**src/rtl/mfpu_pkg.sv**
```systemverilog
// Shared types and constants for the minifloat pack/unpack converter.
// Used by mfpu_pack, mfpu_unpack and minifloat_pack_unpack_top; no dependencies.
package mfpu_pkg;

  localparam int unsigned DATA_W     = 32;
  localparam int unsigned EXP_CFG_W  = 4;
  localparam int unsigned MANT_CFG_W = 5;
  localparam int unsigned CFG_DATA_W = 5;
  localparam int unsigned CFG_IDX_W  = 1;

  // Register indexes on the configuration port
  localparam logic [CFG_IDX_W-1:0] REG_EXP_BITS  = 1'd0;
  localparam logic [CFG_IDX_W-1:0] REG_MANT_BITS = 1'd1;

  // Request kinds carried in tuser
  localparam logic REQ_PACK   = 1'b0;
  localparam logic REQ_UNPACK = 1'b1;

  // Reset values and legal limits of the format registers
  localparam logic [EXP_CFG_W-1:0]  EXP_BITS_RST  = 4'd5;
  localparam logic [EXP_CFG_W-1:0]  EXP_BITS_MIN  = 4'd2;
  localparam logic [EXP_CFG_W-1:0]  EXP_BITS_MAX  = 4'd8;
  localparam logic [MANT_CFG_W-1:0] MANT_BITS_RST = 5'd10;
  localparam logic [MANT_CFG_W-1:0] MANT_BITS_MIN = 5'd2;
  localparam logic [MANT_CFG_W-1:0] MANT_BITS_MAX = 5'd23;

  // Small-format geometry after saturation into the legal ranges
  typedef struct packed {
    logic [EXP_CFG_W-1:0]  eb;  // exponent field width incl. its sign bit, 2..8
    logic [MANT_CFG_W-1:0] mb;  // mantissa field width, 2..23
  } fmt_t;

endpackage

```
**src/rtl/minifloat_pack_unpack_top.sv**
```systemverilog
// Minifloat pack/unpack converter, top level.
// An accepted input beat passes the input register, then the result register, to out_tvalid.
// One beat per cycle while out_tready is high; the result register refills if empty or taken.
// Reset (rst_n low, synchronous): both pipeline valids clear, exponent_bits = 5,
// mantissa_bits = 10. Depends on mfpu_pkg, mfpu_pack, mfpu_unpack.
module minifloat_pack_unpack_top (
  input  logic                                clk,
  input  logic                                rst_n,
  // input stream
  input  logic                                in_tvalid,
  output logic                                in_tready,
  input  logic [mfpu_pkg::DATA_W-1:0]         in_tdata,   // [31:0] operand_value
  input  logic                                in_tuser,   // [0] req_type
  // result stream
  output logic                                out_tvalid,
  input  logic                                out_tready,
  output logic [mfpu_pkg::DATA_W-1:0]         out_tdata,  // [31:0] result_value
  // configuration write port
  input  logic                                cfg_wr_en,
  input  logic [mfpu_pkg::CFG_IDX_W-1:0]      cfg_index,
  input  logic [mfpu_pkg::CFG_DATA_W-1:0]     cfg_wdata
);

  // format registers, raw as written
  logic [mfpu_pkg::EXP_CFG_W-1:0]  exp_bits_r;
  logic [mfpu_pkg::MANT_CFG_W-1:0] mant_bits_r;
  mfpu_pkg::fmt_t                  fmt;

  // input stage
  logic                            s1_v_r;
  logic [mfpu_pkg::DATA_W-1:0]     s1_op_r;
  logic                            s1_kind_r;

  // result stage
  logic                            out_v_r;
  logic [mfpu_pkg::DATA_W-1:0]     out_data_r;
  logic                            out_kind_r;

  logic                            adv;
  logic [mfpu_pkg::DATA_W-1:0]     pack_res;
  logic [mfpu_pkg::DATA_W-1:0]     unpack_res;
  logic [mfpu_pkg::DATA_W-1:0]     res_nxt;

  // Saturate the format registers into their legal ranges before use.
  always_comb begin
    priority if (exp_bits_r < mfpu_pkg::EXP_BITS_MIN) begin
      fmt.eb = mfpu_pkg::EXP_BITS_MIN;
    end else if (exp_bits_r > mfpu_pkg::EXP_BITS_MAX) begin
      fmt.eb = mfpu_pkg::EXP_BITS_MAX;
    end else begin
      fmt.eb = exp_bits_r;
    end
    priority if (mant_bits_r < mfpu_pkg::MANT_BITS_MIN) begin
      fmt.mb = mfpu_pkg::MANT_BITS_MIN;
    end else if (mant_bits_r > mfpu_pkg::MANT_BITS_MAX) begin
      fmt.mb = mfpu_pkg::MANT_BITS_MAX;
    end else begin
      fmt.mb = mant_bits_r;
    end
  end

  // Advance the result register when it is empty or its beat is taken;
  // the input register refills whenever it is empty or moves forward.
  assign adv        = !out_v_r || out_tready;
  assign in_tready  = !s1_v_r || adv;
  assign out_tvalid = out_v_r;
  assign out_tdata  = out_data_r;

  mfpu_pack u_pack (
    .fmt     (fmt),
    .operand (s1_op_r),
    .result  (pack_res)
  );

  mfpu_unpack u_unpack (
    .fmt     (fmt),
    .operand (s1_op_r),
    .result  (unpack_res)
  );

  // Select the converter that matches the request kind.
  always_comb begin
    unique case (s1_kind_r)
      mfpu_pkg::REQ_PACK:   res_nxt = pack_res;
      mfpu_pkg::REQ_UNPACK: res_nxt = unpack_res;
      default:              res_nxt = pack_res;
    endcase
  end

  // Control state and format registers.
  always_ff @(posedge clk) begin
    if (!rst_n) begin
      s1_v_r      <= 1'b0;
      out_v_r     <= 1'b0;
      exp_bits_r  <= mfpu_pkg::EXP_BITS_RST;
      mant_bits_r <= mfpu_pkg::MANT_BITS_RST;
    end else begin
      if (cfg_wr_en) begin
        if (cfg_index == mfpu_pkg::REG_EXP_BITS) begin
          exp_bits_r <= cfg_wdata[mfpu_pkg::EXP_CFG_W-1:0];
        end else begin
          mant_bits_r <= cfg_wdata[mfpu_pkg::MANT_CFG_W-1:0];
        end
      end
      if (in_tready) begin
        s1_v_r <= in_tvalid;
      end
      if (adv) begin
        out_v_r <= s1_v_r;
      end
    end
  end

  // Payload registers: load on an accepted beat, hold otherwise.
  always_ff @(posedge clk) begin
    if (in_tready && in_tvalid) begin
      s1_op_r   <= in_tdata;
      s1_kind_r <= in_tuser;
    end
    if (adv && s1_v_r) begin
      out_data_r <= res_nxt;
      out_kind_r <= s1_kind_r;
    end
  end

`ifndef NO_ASSERTIONS
  // An item waiting in the input register moves forward when the result register is empty.
  a_s1_drains: assert property (@(posedge clk) disable iff (!rst_n)
    (s1_v_r && !out_v_r) |=> out_v_r)
    else $error("input stage item did not advance into empty result register");

  // The input side never stalls while the result register is empty.
  a_ready_when_empty: assert property (@(posedge clk) disable iff (!rst_n)
    !out_v_r |-> in_tready)
    else $error("in_tready low with empty result register");

  // A packed result never has bits above the small-format sign bit.
  a_pack_width: assert property (@(posedge clk) disable iff (!rst_n)
    (out_v_r && (out_kind_r == mfpu_pkg::REQ_PACK))
      |-> ((out_data_r >> (5'(fmt.eb) + fmt.mb + 6'd1)) == 32'd0))
    else $error("packed result wider than configured format");
`endif

endmodule

```
**src/rtl/mfpu_pack.sv**
```systemverilog
// IEEE single to small-format packer with min/max clamp; combinational.
// Depends on mfpu_pkg (fmt_t).
module mfpu_pack (
  input  mfpu_pkg::fmt_t fmt,
  input  logic [31:0]    operand,
  output logic [31:0]    result
);

  logic [2:0]  mag_w;
  logic [4:0]  top_sh;
  logic [4:0]  mant_sh;
  logic [31:0] mag_mask;
  logic [31:0] mb_mask;
  logic [31:0] sbit;
  logic [31:0] max_pat;
  logic [31:0] min_pat;
  logic [31:0] sgn;
  logic [7:0]  max_b;
  logic [7:0]  min_b;
  logic [22:0] max_m;
  logic [22:0] min_m;
  logic [30:0] max_ieee;
  logic [30:0] min_ieee;
  logic [30:0] fmag;
  logic        is_nan;
  logic        neg;
  logic [7:0]  biased;
  logic [7:0]  dmag;
  logic        negx;
  logic [31:0] field_exp;
  logic [31:0] plain;

  always_comb begin
    mag_w    = 3'(fmt.eb - 4'd1);
    top_sh   = 5'(fmt.eb) + fmt.mb;
    mant_sh  = 5'd23 - fmt.mb;
    mag_mask = ~(32'hFFFF_FFFF << mag_w);
    mb_mask  = ~(32'hFFFF_FFFF << fmt.mb);
    sbit     = 32'h1 << top_sh;

    // largest pattern: top positive exponent, all-ones mantissa
    max_pat  = (mag_mask << fmt.mb) | mb_mask;
    // smallest pattern: most negative usable exponent, mantissa one
    min_pat  = (((32'h1 << fmt.eb) - 32'd2) << fmt.mb) | 32'h1;

    // IEEE magnitudes of the clamp bounds
    max_b    = 8'd127 + {1'b0, mag_mask[6:0]};
    min_b    = 8'd129 - (8'd1 << mag_w);
    max_m    = 23'(mb_mask << mant_sh);
    min_m    = 23'(32'h1 << mant_sh);
    max_ieee = {max_b, max_m};
    min_ieee = {min_b, min_m};

    fmag     = operand[30:0];
    is_nan   = fmag > 31'h7F80_0000;
    neg      = operand[31] && (fmag != 31'd0);
    sgn      = neg ? sbit : 32'd0;

    // plain conversion: sign-magnitude unbiased exponent, truncated mantissa
    biased    = operand[30:23];
    negx      = biased < 8'd127;
    dmag      = negx ? (8'd127 - biased) : (biased - 8'd127);
    field_exp = (32'(negx) << mag_w) | ({24'd0, dmag} & mag_mask);
    plain     = (32'(operand[31]) << top_sh) | (field_exp << fmt.mb)
              | ({9'd0, operand[22:0]} >> mant_sh);

    priority if (!is_nan && (fmag >= max_ieee)) begin
      result = max_pat | sgn;
    end else if (!is_nan && (fmag <= min_ieee)) begin
      result = min_pat | sgn;
    end else begin
      result = plain;
    end
  end

endmodule

```
**src/rtl/mfpu_unpack.sv**
```systemverilog
// Small-format to IEEE single unpacker, re-biasing the exponent by 127; combinational.
// Depends on mfpu_pkg (fmt_t).
module mfpu_unpack (
  input  mfpu_pkg::fmt_t fmt,
  input  logic [31:0]    operand,
  output logic [31:0]    result
);

  logic [2:0]  mag_w;
  logic [4:0]  top_sh;
  logic [4:0]  neg_sh;
  logic [4:0]  mant_sh;
  logic [31:0] mag_mask;
  logic [31:0] mb_mask;
  logic        sign;
  logic        neg;
  logic [6:0]  mag;
  logic [7:0]  biased;
  logic [22:0] mant;

  always_comb begin
    mag_w    = 3'(fmt.eb - 4'd1);
    top_sh   = 5'(fmt.eb) + fmt.mb;
    neg_sh   = 5'(mag_w) + fmt.mb;
    mant_sh  = 5'd23 - fmt.mb;
    mag_mask = ~(32'hFFFF_FFFF << mag_w);
    mb_mask  = ~(32'hFFFF_FFFF << fmt.mb);

    // bits above the small sign bit are ignored
    sign   = operand[top_sh];
    neg    = operand[neg_sh];
    mag    = 7'((operand >> fmt.mb) & mag_mask);
    biased = neg ? (8'd127 - {1'b0, mag}) : (8'd127 + {1'b0, mag});
    mant   = 23'((operand & mb_mask) << mant_sh);
    result = {sign, biased, mant};
  end

endmodule

```
**config.mk**
```make
export PLATFORM = sky130hd
export DESIGN_NAME = minifloat_pack_unpack_top
export DESIGN_NICKNAME = d
export VERILOG_FILES = /design/src/rtl/mfpu_pkg.sv /design/src/rtl/minifloat_pack_unpack_top.sv /design/src/rtl/mfpu_pack.sv /design/src/rtl/mfpu_unpack.sv
export SDC_FILE = /design/constraint.sdc
export NUM_CORES = 1
export LEC_CHECK = 0
export BUFFER_PORTS_ARGS = -buffer_cell sky130_fd_sc_hd__buf_2
export CORE_UTILIZATION = 30
export DETAILED_ROUTE_END_ITERATION = 8
export PLACE_DENSITY = 0.57
export SETUP_SLACK_MARGIN = 0.02
export SLEW_MARGIN = 10
export SYNTH_ARGS = -nofsm -noshare
export SYNTH_HDL_FRONTEND = slang
export SYNTH_SLANG_ARGS = --single-unit
export TNS_END_PERCENT = 50
```
**constraint.sdc**
```tcl
create_clock -name clk -period 8 [get_ports clk]
set_input_delay 1.2 -clock clk [delete_from_list [all_inputs] [get_ports clk]]
set_output_delay 1.2 -clock clk [all_outputs]
set_load 0.05 [all_outputs]
```
[Word level (Yosys, flattened, before mapping)]
Cells that the tools add are included.
Operators by class
  shifts and indexed selects: 15
  bitwise operators: 13
  muxes and demuxes: 14
  equality and inequality tests: 0
  divide/modulo/power cells: 0
  add/subtract/negate cells: 11
  reduce and logical (&&, ||, !) cells: 13
  multiply operators: 0
  order comparisons: 10
Operator list (count)
  $or 32x32->32: 6
  $mux 32: 3
  $shl 32x5->32: 3
  $not 32->32: 2
  $pmux 32 s2: 1
  $shl 32x5->23: 2
  $and 32x32->32: 1
  $and 8x32->32: 1
  $shl 1x3->32: 1
  $shl 1x4->32 const A: 1
  $shl 1x5->32: 1
  $shl 1x5->32 const A: 1
  $shl 32x3->32 const A: 1
  $shl 32x5->32 const A: 1
  $shr 23x5->32: 1
  $shr 32x5->7: 1
  $sub 32x2->32 const B: 1
  $ge 31x31->1: 1
  $gt 31x31->1 const B: 1
  $le 31x31->1: 1
  $reduce_bool 31->1: 1
  $shl 1x5->23 const A: 1
  $add 7x7->8 const A: 2
  $mux 8: 2
  other kinds (25): 39
Storage, ports and cells
  output and inout port bits: 34
  register bits after elaboration: 76
  bits in writable memories: 0
  bits in latches: 0
  logic and storage cells: 83
  memory bits (read-only): 0
  memories kept: 0
  bits of input ports: 44

[Longest topological paths before layout]
Gate-level depths: netlist of the first run.
  word-level depth: 14
  depth in mapped cells: 25
  mapped depth without buffers: 22

[Modules after synthesis]
From an unflattened synthesis of the first run, not the netlist that was laid out.
Second synthesis, totals
  cell total of the unflattened synthesis: 1748
  area total of the unflattened synthesis: 14401.3 um2
By module, submodules not included
  mfpu_pack: area each 8219.1 um2, seq. area each 0.0 um2, cells an instance 1232, instances 1
  mfpu_unpack: area each 3160.5 um2, seq. area each 0.0 um2, cells an instance 350, instances 1
  minifloat_pack_unpack_top: area each 3021.6 um2, seq. area each 2172.1 um2, cells an instance 166, instances 1

[Worst setup path before layout of the first run]
OpenSTA, ideal clock, no wires.
  kind: register to register
  start: register exp_bits_r[2] (netlist name)
  end: register out_data_r (netlist bit out_tdata[9]), data pin
  arrival time: 5.447 ns
  path slack: 2.293 ns
  library setup time: 0.260 ns
  clock period less this slack: 5.707 ns
  cell stages (with the launch flop): 24
  path buffers: 5
  required time: 7.740 ns
  cells stage by stage: dfxtp_1 -> clkbuf_1 -> inv_1 -> o21ai_0 -> ha_1 -> inv_1 -> ha_1 -> clkbuf_1 -> clkbuf_1 -> nand2b_1 -> ha_1 -> nand2_1 -> xnor2_1 -> a22o_1 -> ha_1 -> nand4b_1 -> nor4_1 -> a32oi_1 -> a21oi_1 -> clkbuf_1 -> clkbuf_1 -> o211ai_1 -> a311oi_1 -> nor2_1
Between the ends
  cells in the longest elaborated chain, start to end: 14
  elaborated cells on any way between the ends: 34
  classes of those cells: add/sub: 5; order compare: 4; shift: 9; mux: 6; bitwise: 8; reduce/logical: 2
Ends and longest elaborated chain
  start: declaration: RTL line minifloat_pack_unpack_top.sv:25  | logic [mfpu_pkg::EXP_CFG_W-1:0] exp_bits_r;
  start signal: assignment: RTL line minifloat_pack_unpack_top.sv:95  | exp_bits_r <= mfpu_pkg::EXP_BITS_RST;
  start signal: assignment: RTL line minifloat_pack_unpack_top.sv:100  | exp_bits_r <= cfg_wdata[mfpu_pkg::EXP_CFG_W-1:0];
  $gt 4x4->1: RTL line minifloat_pack_unpack_top.sv:48  | end else if (exp_bits_r > mfpu_pkg::EXP_BITS_MAX) begin
  $mux 4: RTL line minifloat_pack_unpack_top.sv:48
  $mux 4 *: RTL line minifloat_pack_unpack_top.sv:46  | priority if (exp_bits_r < mfpu_pkg::EXP_BITS_MIN) begin
  parallel branches: the longest is 9 deep, another holds $ge 31x31->1
  $mux 32 *: RTL line mfpu_pack.sv:67  | priority if (!is_nan && (fmag >= max_ieee)) begin
  $pmux 32 s2 *: RTL line minifloat_pack_unpack_top.sv:83  | unique case (s1_kind_r)
  via res_nxt (one bit): RTL line minifloat_pack_unpack_top.sv:42  | logic [mfpu_pkg::DATA_W-1:0] res_nxt;
  end signal: assignment: RTL line minifloat_pack_unpack_top.sv:121  | out_data_r <= res_nxt;
  end: declaration: RTL line minifloat_pack_unpack_top.sv:36  | logic [mfpu_pkg::DATA_W-1:0] out_data_r;
Mark *: on every way through the listed nets, which the timed path passes.
A chain may end at the register's enable or synchronous reset.

[Worst setup path in the final report of the first run]
  start: register exp_bits_r[3] (netlist name)
  end: register out_data_r (netlist bit out_tdata[13]), data pin
Same word-level chain as after synthesis.

==> impl_results.md, run 1 <==
* Drt first pass iters at 6
* Commonest non-fill, non-tap cell in the layout: nand2_1
* Multi-input gate area at 10300 um^2
* CTS max path bufs at 2
* Static Leak at 5.369 nW
* Setup CP Type: reg2reg
* Syn-to-layout area delta at 9.171%
* Met3 Resource Use GR at 9.483%
* Via count at 16.54k
* Clock Sinks at 76
* Most frequent cells in the layout: 188 x nand2_1, 148 x a21oi_1, 146 x nor2_1, 120 x o21ai_0, 112 x nand3_1
* Via-per-instance ratio at 6.981
* Layout cells sized above 1 at 14.07%
* Worst Setup End Kind: flop
* Setup TNS at 0 ns
* Placed Cells at 2353
* Distinct cells, synth at 105
* DPL Wire Length at 60010 um
* DRT antenna net count at 0
* Die Height at 212.5 um
* Gr usage total at 35.74%
* Worst Path Arrival at 6.96 ns
* Syn Nets at 1917
* Vias in the first global route at 15.37k
* Die W at 212.5 um
* Core Region at 43360 um^2
* Dominant synthesized flop cell: edfxtp_1
* Initial Utilization at 30.64%
* Number of synthesized register bits at 76
* Met2 usage at 50.00%
* Post-DP Area at 14200 um^2
* Io pins at 78
* Slew HR at 15.87%
* Syn Std Cell Area at 13290 um^2
* Num CTS Buffers at 9
* Internal at 0.001306 W
* Grt ovf at 0
* Reg power frac at 18.9%
* Final nets at 1911
* Global route hottest layer: met2
* Fin crit period at 6.814 ns
* Antenna violations before repair at 1
* Yosys Warn Count at 0
* IO buf count at 77
* Fin crit share at 85.18%
* Power density over the cells at 196.5 nW/um^2
* Routed length per instance at 34.13 um
* Required time worst endpoint at 8.14 ns
* Reg clk slew, reported paths at 0.07 ns
* Clock Skew at 0.01655 ns
* Register area at 2181 um^2
* F_max at 146.8 MHz
* Post-synth ARST share at 0%
* RD Place Congestion at 1.042
* Clock Tree Root: clkbuf_16
* RSZ-0062 raised after global routing: no
* VDD IR max at 0.0001500 V
* Gate power share at 65.3%
* Final core utilization at 33.45%
* Number of remaining DRC errors at 0
* Fin. max-slew vios at 0
* Skew-Pair Late Insertion Delay at 0.40 ns
* Switch share at 54.18%
* CP Max Fanout at 33
* Hold Path Class: reg2reg
* Final wirelength at 80860 um
* H-Tree Depth at 3
* Post-Syn Area per Cell at 7.444 um^2
* CTS Hold Buffers Added at 0
* Seq/Total Area, Yosys at 16.35%
* Fillers at 4736
* Largest net degree at the start of global routing at 60
* ANT cells at 0
* 1st-iter DRT viols at 2770
* Status: completed
* Final Cell Area at 14510 um^2
* Max Cap Viol at 0
* GRT met1 Usage at 47.16%
* Resized cells post-CTS at 0
* Gate Count Post-Synth at 1785
* Postcts setup bufs at 0
* First-pass GRT wire length at 114600 um
* Setup crit start kind: flop
* Worst-Margin Slew at 1.262 ns
* Die footprint at 45140 um^2
* CTS tree: built
* EDFF count, synth at 65
* Final hold violations at 0
* Sw Pwr at 0.001544 W
* Final setup fails at 0
* Non-filler cells, final at 2369
* FP Rows at 76
* Power share of the clock group at 15.8%
[metal layers]
| metal | up-vias | wire [um] |
|---|---|---|
| met3 | 286 | 10270 |
| met5 | - | 0 |
| met1 | 7958 | 31820 |
| met2 | 1336 | 32480 |
| li1 | 6959 | - |
| met4 | 0 | 6303 |
[power groups by stage]
| stage | Sequential [W] | Clock (W) | Combinational, W |
|---|---|---|---|
| 6_report | 0.000540 | 0.000449 | 0.00186 |
| 5_1_grt | 0.000541 | 0.000472 | 0.00193 |
| 4_1_cts | 0.000536 | 0.000463 | 0.00178 |
| 3_5_place_dp | 0.000545 | 0 | 0.00177 |
| 3_3_place_gp | 0.000546 | 0 | 0.00178 |
| 2_1_floorplan | 0.000589 | 0 | 0.00109 |
[registers in the layout, indices dropped and copies added, names as in the netlist]
signal and flops:
exp_bits_r 4, s1_op_r 32, out_tdata 32, mant_bits_r 5, s1_kind_r 1, s1_v_r 1, out_tvalid 1
[cells in the mapped netlist, drive strengths merged, types with 14 or more instances]
cell type,n,area [um^2]
nand4,26,168.9
o31ai,17,127.6
nand3,114,580.6
ha,87,1089
a21o,15,112.6
nor4,17,121.4
mux2,23,262.8
nand2b,18,120.1
inv,41,156.4
mux4,21,476.7
edfxtp,65,1952
buf,58,345.3
o22ai,29,181.4
and2,23,143.9
mux2i,58,600.6
clkbuf,95,356.6
a22oi,21,157.7
a31oi,24,150.1
a211oi,36,280.3
o21ai,129,645.6
nor3,52,280.3
a221oi,19,172.7
and3,14,92.59
a21oi,153,780.8
o211ai,36,270.3
nand2,190,732.0
nor2,148,555.5
[critical path, cell delays in order, from the launching register on]
cell and delay [ns]:
dfxtp_1 0.85, nand2b_1 0.30, nor2_1 0.17, inv_1 0.21
ha_1 0.20, inv_1 0.05, ha_1 0.83, nand2b_1 0.23
ha_1 0.27, nand2_1 0.09, xnor2_1 0.15, a22o_1 0.20
ha_1 0.32, nand4b_1 0.14, nor4_1 0.43, a211oi_1 0.10
a32oi_1 0.21, a21oi_2 0.13, buf_4 0.28, a2111oi_0 0.90
o21ai_0 0.17, a31o_2 0.29
[cells by family after synthesis]
group,count (synthesis),share of synthesized area (%)
other cells,1,0.02822
xor+xnor,15,0.9887
mux,102,10.08
buf+inv,194,6.460
compound gates,659,34.10
simple gates,650,23.65
flops,76,16.35
fa+ha+maj,88,8.343
[through the flow]
step / worst slack [ns] / hold WS [ns] / power [W]
2_1_floorplan: 2.293 / 0.4457 / 0.001676
3_3_place_gp: 1.723 / 0.4718 / 0.002325
3_5_place_dp: 1.511 / 0.4642 / 0.002318
4_1_cts: 1.469 / 0.4832 / 0.002781
5_1_grt: 0.9203 / 0.5471 / 0.002946
6_report: 1.186 / 0.4869 / 0.002850
[worst paths after layout]
| path | start | to | slack (ns) | cells past startpoint |
|---|---|---|---|---|
| min | exp_bits_r[0] | exp_bits_r[0] | 0.49 | 2 |
| min reg2reg | exp_bits_r[0] | exp_bits_r[0] | 0.49 | 2 |
| max reg2reg | exp_bits_r[3] | out_tdata[13] | 1.19 | 21 |
| max | exp_bits_r[3] | out_tdata[13] | 1.19 | 21 |
[cell type report]
cell class	instances	area share, %
multi-input combinational	1515	71.03
sequential	76	15.03
timing repair buffer	136	5.710
tap	585	5.046
clock buffer	9	1.553
inverter	41	1.078
clock inverter	7	0.5520
Power figures use the tool's default switching activity.
==> inputs of run 2 (changes only) <==
--- a/config.mk
+++ b/config.mk
@@ -13,5 +13,6 @@
 export SLEW_MARGIN = 10
 export SYNTH_ARGS = -nofsm -noshare
 export SYNTH_HDL_FRONTEND = slang
+export SYNTH_HIERARCHICAL = 1
 export SYNTH_SLANG_ARGS = --single-unit
 export TNS_END_PERCENT = 50
==> impl_results.md, run 2 <==
* Status: completed
* EDFF count, synth at 65
* Worst hold slack at 0.4524 ns
* Post-Syn Area per Cell at 8.239 um^2
* Placed Cells at 2372
* Seq/Total Area, Yosys at 15.08%
* Final WS setup at 1.057 ns
* Final hold violations at 0
* RD Place Congestion at 1.100
* 1st-iter DRT viols at 2302
* Num CTS Buffers at 9
* Slowest-stage cell, CP: nor4b_1
* Largest net degree at the start of global routing at 71
* F_max at 144.0 MHz
* Drt first pass iters at 6
* Die Height at 221.1 um
* Adder-Cell Fraction of Synth Area at 8.844%
* Final setup fails at 0
* Register area at 2173 um^2
* Xor-xnor portion of the synthesized cell area at 1.399%
* Clock Sinks at 76
* Gate Count Post-Synth at 1748
* First-pass GRT wire length at 112200 um
* Skew-Pair Late Insertion Delay at 0.39 ns
* Worst Setup End Kind: flop
* IO buf count at 77
* Dominant synthesized flop cell: edfxtp_1
* Fin. max-slew vios at 0
* Layout cells sized above 1 at 19.60%
* Setup CP Type: reg2reg
* Core Region at 46950 um^2
* Worst-Margin Slew at 1.293 ns
* Top-area cell type share of the netlist area at 13.55%
* Resized cells post-CTS at 0
* Fin crit share at 86.79%
* Syn-to-layout area delta at 10.22%
* Simple-gate share of the synthesized area at 20.16%
* Reg clk slew, reported paths at 0.07 ns
* RSZ-0062 raised after global routing: no
* Antenna violations before repair at 1
* Io pins at 78
* Setup crit start kind: flop
* Yosys Warn Count at 6
* CTS tree: built
* Number of remaining DRC errors at 0
* Fin crit period at 6.943 ns
* Synth area leader: edfxtp_1
* Worst Path Arrival at 7.09 ns
* Multi-input gate area at 11400 um^2
* Synth Area in Compound Gates at 27.22%
* Gr usage total at 31.21%
* Final nets at 1920
* Grt ovf at 0
* Syn Nets at 1892
* Postcts setup bufs at 0
* FP Rows at 79
* Max incr delay on CP at 0.83 ns
* Worst path cell trace: buf_4, a21oi_1, buf_4, inv_1, ha_1, inv_1, ha_1, buf_4, nand2b_1, inv_1, ha_1, ha_1, xor2_1, ha_1, and4_1, nor4b_1, o311ai_0, a31oi_1, buf_4, mux2_2, a221oi_1, a21oi_1, mux2_4
* Post-synth ARST share at 0%
* Slew HR at 13.61%
* Routed length per instance at 32.82 um
* Required time worst endpoint at 8.14 ns
* Synth cell count leaders: 184 x nand2_1, 150 x nor2_1, 109 x a21oi_1, 97 x ha_1, 97 x o21ai_0
* Power density over the cells at 224.9 nW/um^2
* Fillers at 4891
* Cell mode on critical path: ha_1
* DRT antenna net count at 0
* Vias in the first global route at 15.41k
* Most frequent cells in the layout: 184 x nand2_1, 146 x nor2_1, 108 x a21oi_1, 97 x o21ai_0, 97 x ha_1
* Die W at 221.1 um
* Hold Path Class: reg2reg
* CP Max Fanout at 31
* Non-filler cells, final at 2389
* DPL Wire Length at 59460 um
* Max Cap Viol at 0
* CTS Hold Buffers Added at 0
* Final wirelength at 78400 um
* H-Tree Depth at 3
* Syn Std Cell Area at 14400 um^2
* Synth area leaders: edfxtp_1 14%, mux4_2 9.9%, ha_1 8.4%, nand2_1 4.8%, mux2i_1 4.4%
* Via count at 16.30k
* Most common cell in the synthesized netlist: nand2_1
* Post-synthesis mux area share at 21.08%
* Setup TNS at 0 ns
* Clock Tree Root: clkbuf_16
* CTS max path bufs at 2
* Die footprint at 48890 um^2
* Pre-CTS setup slack at 1.318 ns
* Commonest non-fill, non-tap cell in the layout: nand2_1
* VDD IR max at 0.0001169 V
* Via-per-instance ratio at 6.825
* Largest family of logic cells by synthesized area: compound AO/OA/AOI/OAI gates
* Clock Skew at 0.01529 ns
* Distinct cells, synth at 100
* Static Leak at 5.958 nW
* Number of synthesized register bits at 76
* Initial Utilization at 30.67%
==> run 2: worst max-delay path: cells and delay by family (launching register included) <==
kind	cells	cell delay, ns
AND/OR/NAND/NOR	3	1.23
XOR/XNOR	1	0.16
buffers and inverters	7	1.42
multiplexers	2	0.65
adder cells (fa/ha/maj)	5	1.39
AO/OA/AOI/OAI	5	1.45
flip-flops	1	0.39
==> run 2: final timing paths <==
kind / from / end / slack [ns] / cells past startpoint
max reg2reg: exp_bits_r[3] / out_tdata[7] / 1.06 / 23
min reg2reg: mant_bits_r[0] / mant_bits_r[0] / 0.45 / 2
min: mant_bits_r[0] / mant_bits_r[0] / 0.45 / 2
max: exp_bits_r[3] / out_tdata[7] / 1.06 / 23
==> run 2: metrics by stage <==
stage          area [um^2]  total power [W]  utilization (%)
2_1_floorplan        14400         0.002107                -
3_3_place_gp         15580         0.003054            33.18
3_5_place_dp         15580         0.003036            33.18
4_1_cts              15870         0.003482            33.80
5_1_grt              15870         0.003670            33.80
6_report             15870         0.003569            33.81
==> run 2: logic make-up (layout without fill, tap and decap cells) <==
family / after synthesis / count (layout)
AND/OR/NAND/NOR: 600 / 600
AO/OA/AOI/OAI: 558 / 558
buffers and inverters: 197 / 230
multiplexers: 194 / 194
adder cells (fa/ha/maj): 100 / 100
flip-flops: 76 / 76
XOR/XNOR: 23 / 23
other: 0 / 1
==> run 2: area by class of cell <==
cell class | instances | share of cell area [%]
multi-input combinational | 1475 | 71.85
inverter | 46 | 1.088
timing repair buffer | 168 | 6.732
tap | 607 | 4.785
antenna | 1 | 0.01577
sequential | 76 | 13.69
clock inverter | 7 | 0.4178
clock buffer | 9 | 1.419
==> run 2: layer usage <==
metal / vias to the layer above / routed length [um] / GRT usage (%)
li1: 6927 / - / -
met1: 8083 / 31790 / 41.06
met2: 1079 / 35110 / 49.16
met3: 215 / 7031 / 5.112
met4: 0 / 4476 / 16.02
met5: - / 0 / 0
==> run 2: report_power, final <==
part | internal (W) | switching (W)
combinational | 0.000901 | 0.00169
sequential | 0.000499 | 0.0000396
clock | 0.000240 | 0.000197
==> inputs of run 3 (changes only) <==
--- a/config.mk
+++ b/config.mk
@@ -6,6 +6,7 @@
 export NUM_CORES = 1
 export LEC_CHECK = 0
 export BUFFER_PORTS_ARGS = -buffer_cell sky130_fd_sc_hd__buf_2
+export CORE_MARGIN = 8
 export CORE_UTILIZATION = 30
 export DETAILED_ROUTE_END_ITERATION = 8
 export PLACE_DENSITY = 0.57
==> impl_results.md, run 3 (synthesis gave the netlist of run 2 again) <==
* CTS Hold Buffers Added at 0
* Worst Path Arrival at 6.85 ns
* DRT antenna net count at 0
* IO buf count at 77
* Fin. max-slew vios at 0
* Clock Skew at 0.006832 ns
* Register area at 2173 um^2
* Die Height at 235.1 um
* CTS tree: built
* Final nets at 1908
* F_max at 148.6 MHz
* Multi-input gate area at 11420 um^2
* Commonest non-fill, non-tap cell in the layout: nand2_1
* Core Region at 47550 um^2
* H-Tree Depth at 3
* Hold Path Cell Cnt at 2
* CTS max path bufs at 2
* Syn-to-layout area delta at 10.28%
* Initial Utilization at 30.29%
* RSZ-0062 raised after global routing: no
* Static Leak at 5.944 nW
* CP Max Fanout at 32
* DPL Wire Length at 60390 um
* Layout cells sized above 1 at 19.11%
* Clock Tree Root: clkbuf_16
* Max Cap Viol at 0
* Critical R2R Capture: out_tdata[14]
* Setup CP Type: reg2reg
* Most frequent cells in the layout: 184 x nand2_1, 146 x nor2_1, 108 x a21oi_1, 97 x o21ai_0, 97 x ha_1
* Number of remaining DRC errors at 0
* Die footprint at 55270 um^2
* Skew-Pair Late Insertion Delay at 0.36 ns
* Final core utilization at 33.40%
* Clock Sinks at 76
* Antenna violations before repair at 2
* 1st-iter DRT viols at 2483
* Largest net degree at the start of global routing at 107
* Power density over the cells at 226.1 nW/um^2
* VDD IR max at 0.0001548 V
* Setup TNS at 0 ns
* Worst-Margin Slew at 1.164 ns
* Die W at 235.1 um
* Final hold violations at 0
* Worst Setup End Kind: flop
* Length in cells of the worst reg-to-reg path at 16
* Required time worst endpoint at 8.12 ns
* FF-to-FF Start: mant_bits_r[4]
* Io pins at 78
* First-pass GRT wire length at 113200 um
* Grt ovf at 0
* Final setup fails at 0
* Slew HR at 21.90%
* Reg clk slew, reported paths at 0.06 ns
* Final wirelength at 79830 um
* R2R Setup Slk at 1.27 ns
* Hold endpoint: mant_bits_r[0]
* Final Cell Area at 15880 um^2
* Fin crit share at 84.13%
* Hold Path Class: reg2reg
* Via count at 16.10k
* Setup crit start kind: flop
* Worst path cell trace: nor4_1, nor2_4, buf_4, nand2_1, o311ai_0, nand2_1, ha_1, a211oi_1, o21bai_1, o311ai_0, a31o_2, o21ai_2, buf_4, a221oi_1, a211oi_1, mux2_4
* Routed length per instance at 33.47 um
* Num CTS Buffers at 9
* Final Power at 0.003591 W
* Resized cells post-CTS at 0
* Vias in the first global route at 15.22k
* Fillers at 4983
* FP Rows at 80
* Max incr delay on CP at 0.70 ns
* Postcts setup bufs at 0
* Drt first pass iters at 7
* Hold path start: mant_bits_r[0]
* Slowest-stage cell, CP: dfxtp_2
* Fin crit period at 6.730 ns
* Post-DP Area at 15520 um^2
* Via-per-instance ratio at 6.752
* Gr usage total at 27.40%
* RD Place Congestion at 1.025
* Status: completed
==> run 3: cell count changes in the layout (fill, tap and decap cells not counted), moves of 2 or more <==
cell        change
clkbuf_1        +2
clkinvlp_4      -2
buf_4          -13
bufinv_16       +3
==> run 3: cell type report <==
class                      count  share of cell area [%]
clock buffer                  11                   1.465
timing repair buffer         156                   6.240
tap                          615                   4.845
inverter                      46                   1.087
antenna                        1                 0.01576
sequential                    76                   13.68
multi-input combinational   1475                   71.88
clock inverter                 5                  0.7800
==> run 3: per-layer routing <==
layer | vias up | GRT usage (%) | share of wire (%)
met5 | - | 0 | 0
met4 | 0 | 13.25 | 5.5
met3 | 199 | 5.911 | 8.9
met2 | 966 | 44.41 | 45
met1 | 8065 | 34.28 | 40
li1 | 6874 | - | -
==> run 3: power by group <==
part           switching, W  internal (W)
Combinational       0.00164      0.000889
Sequential        0.0000522      0.000499
Clock              0.000179      0.000336
==> run 3: worst max-delay path by stage <==
stage	start	end	slack, ns	depth (start not counted)
3_3_place_gp	mant_bits_r[4]	out_tdata[14]	1.46	16
2_1_floorplan	mant_bits_r[4]	out_tdata[21]	1.86	24
3_5_place_dp	mant_bits_r[4]	out_tdata[14]	1.45	16
5_1_grt	mant_bits_r[4]	out_tdata[14]	1.04	16
4_1_cts	mant_bits_r[4]	out_tdata[14]	1.41	16
6_report	mant_bits_r[4]	out_tdata[14]	1.27	16
==> run 3: stage by stage <==
stage / std cells / hold slack (ns) / setup WS (ns)
2_1_floorplan: 1748 / 0.4281 / 1.860
3_3_place_gp: 2368 / 0.4443 / 1.458
3_5_place_dp: 2368 / 0.4589 / 1.452
4_1_cts: 2384 / 0.4766 / 1.412
5_1_grt: 2384 / 0.4988 / 1.043
6_report: 2385 / 0.4668 / 1.270
==> run 3: critical path, delay by kind of cell (launching register included) <==
| kind | cells | cell delay [ns] |
|---|---|---|
| adders and majority gates | 1 | 0.21 |
| buffers and inverters | 2 | 0.76 |
| AOI/OAI and AO/OA | 8 | 3.10 |
| muxes | 1 | 0.31 |
| and+or+nand+nor | 4 | 1.38 |
| DFF | 1 | 0.70 |
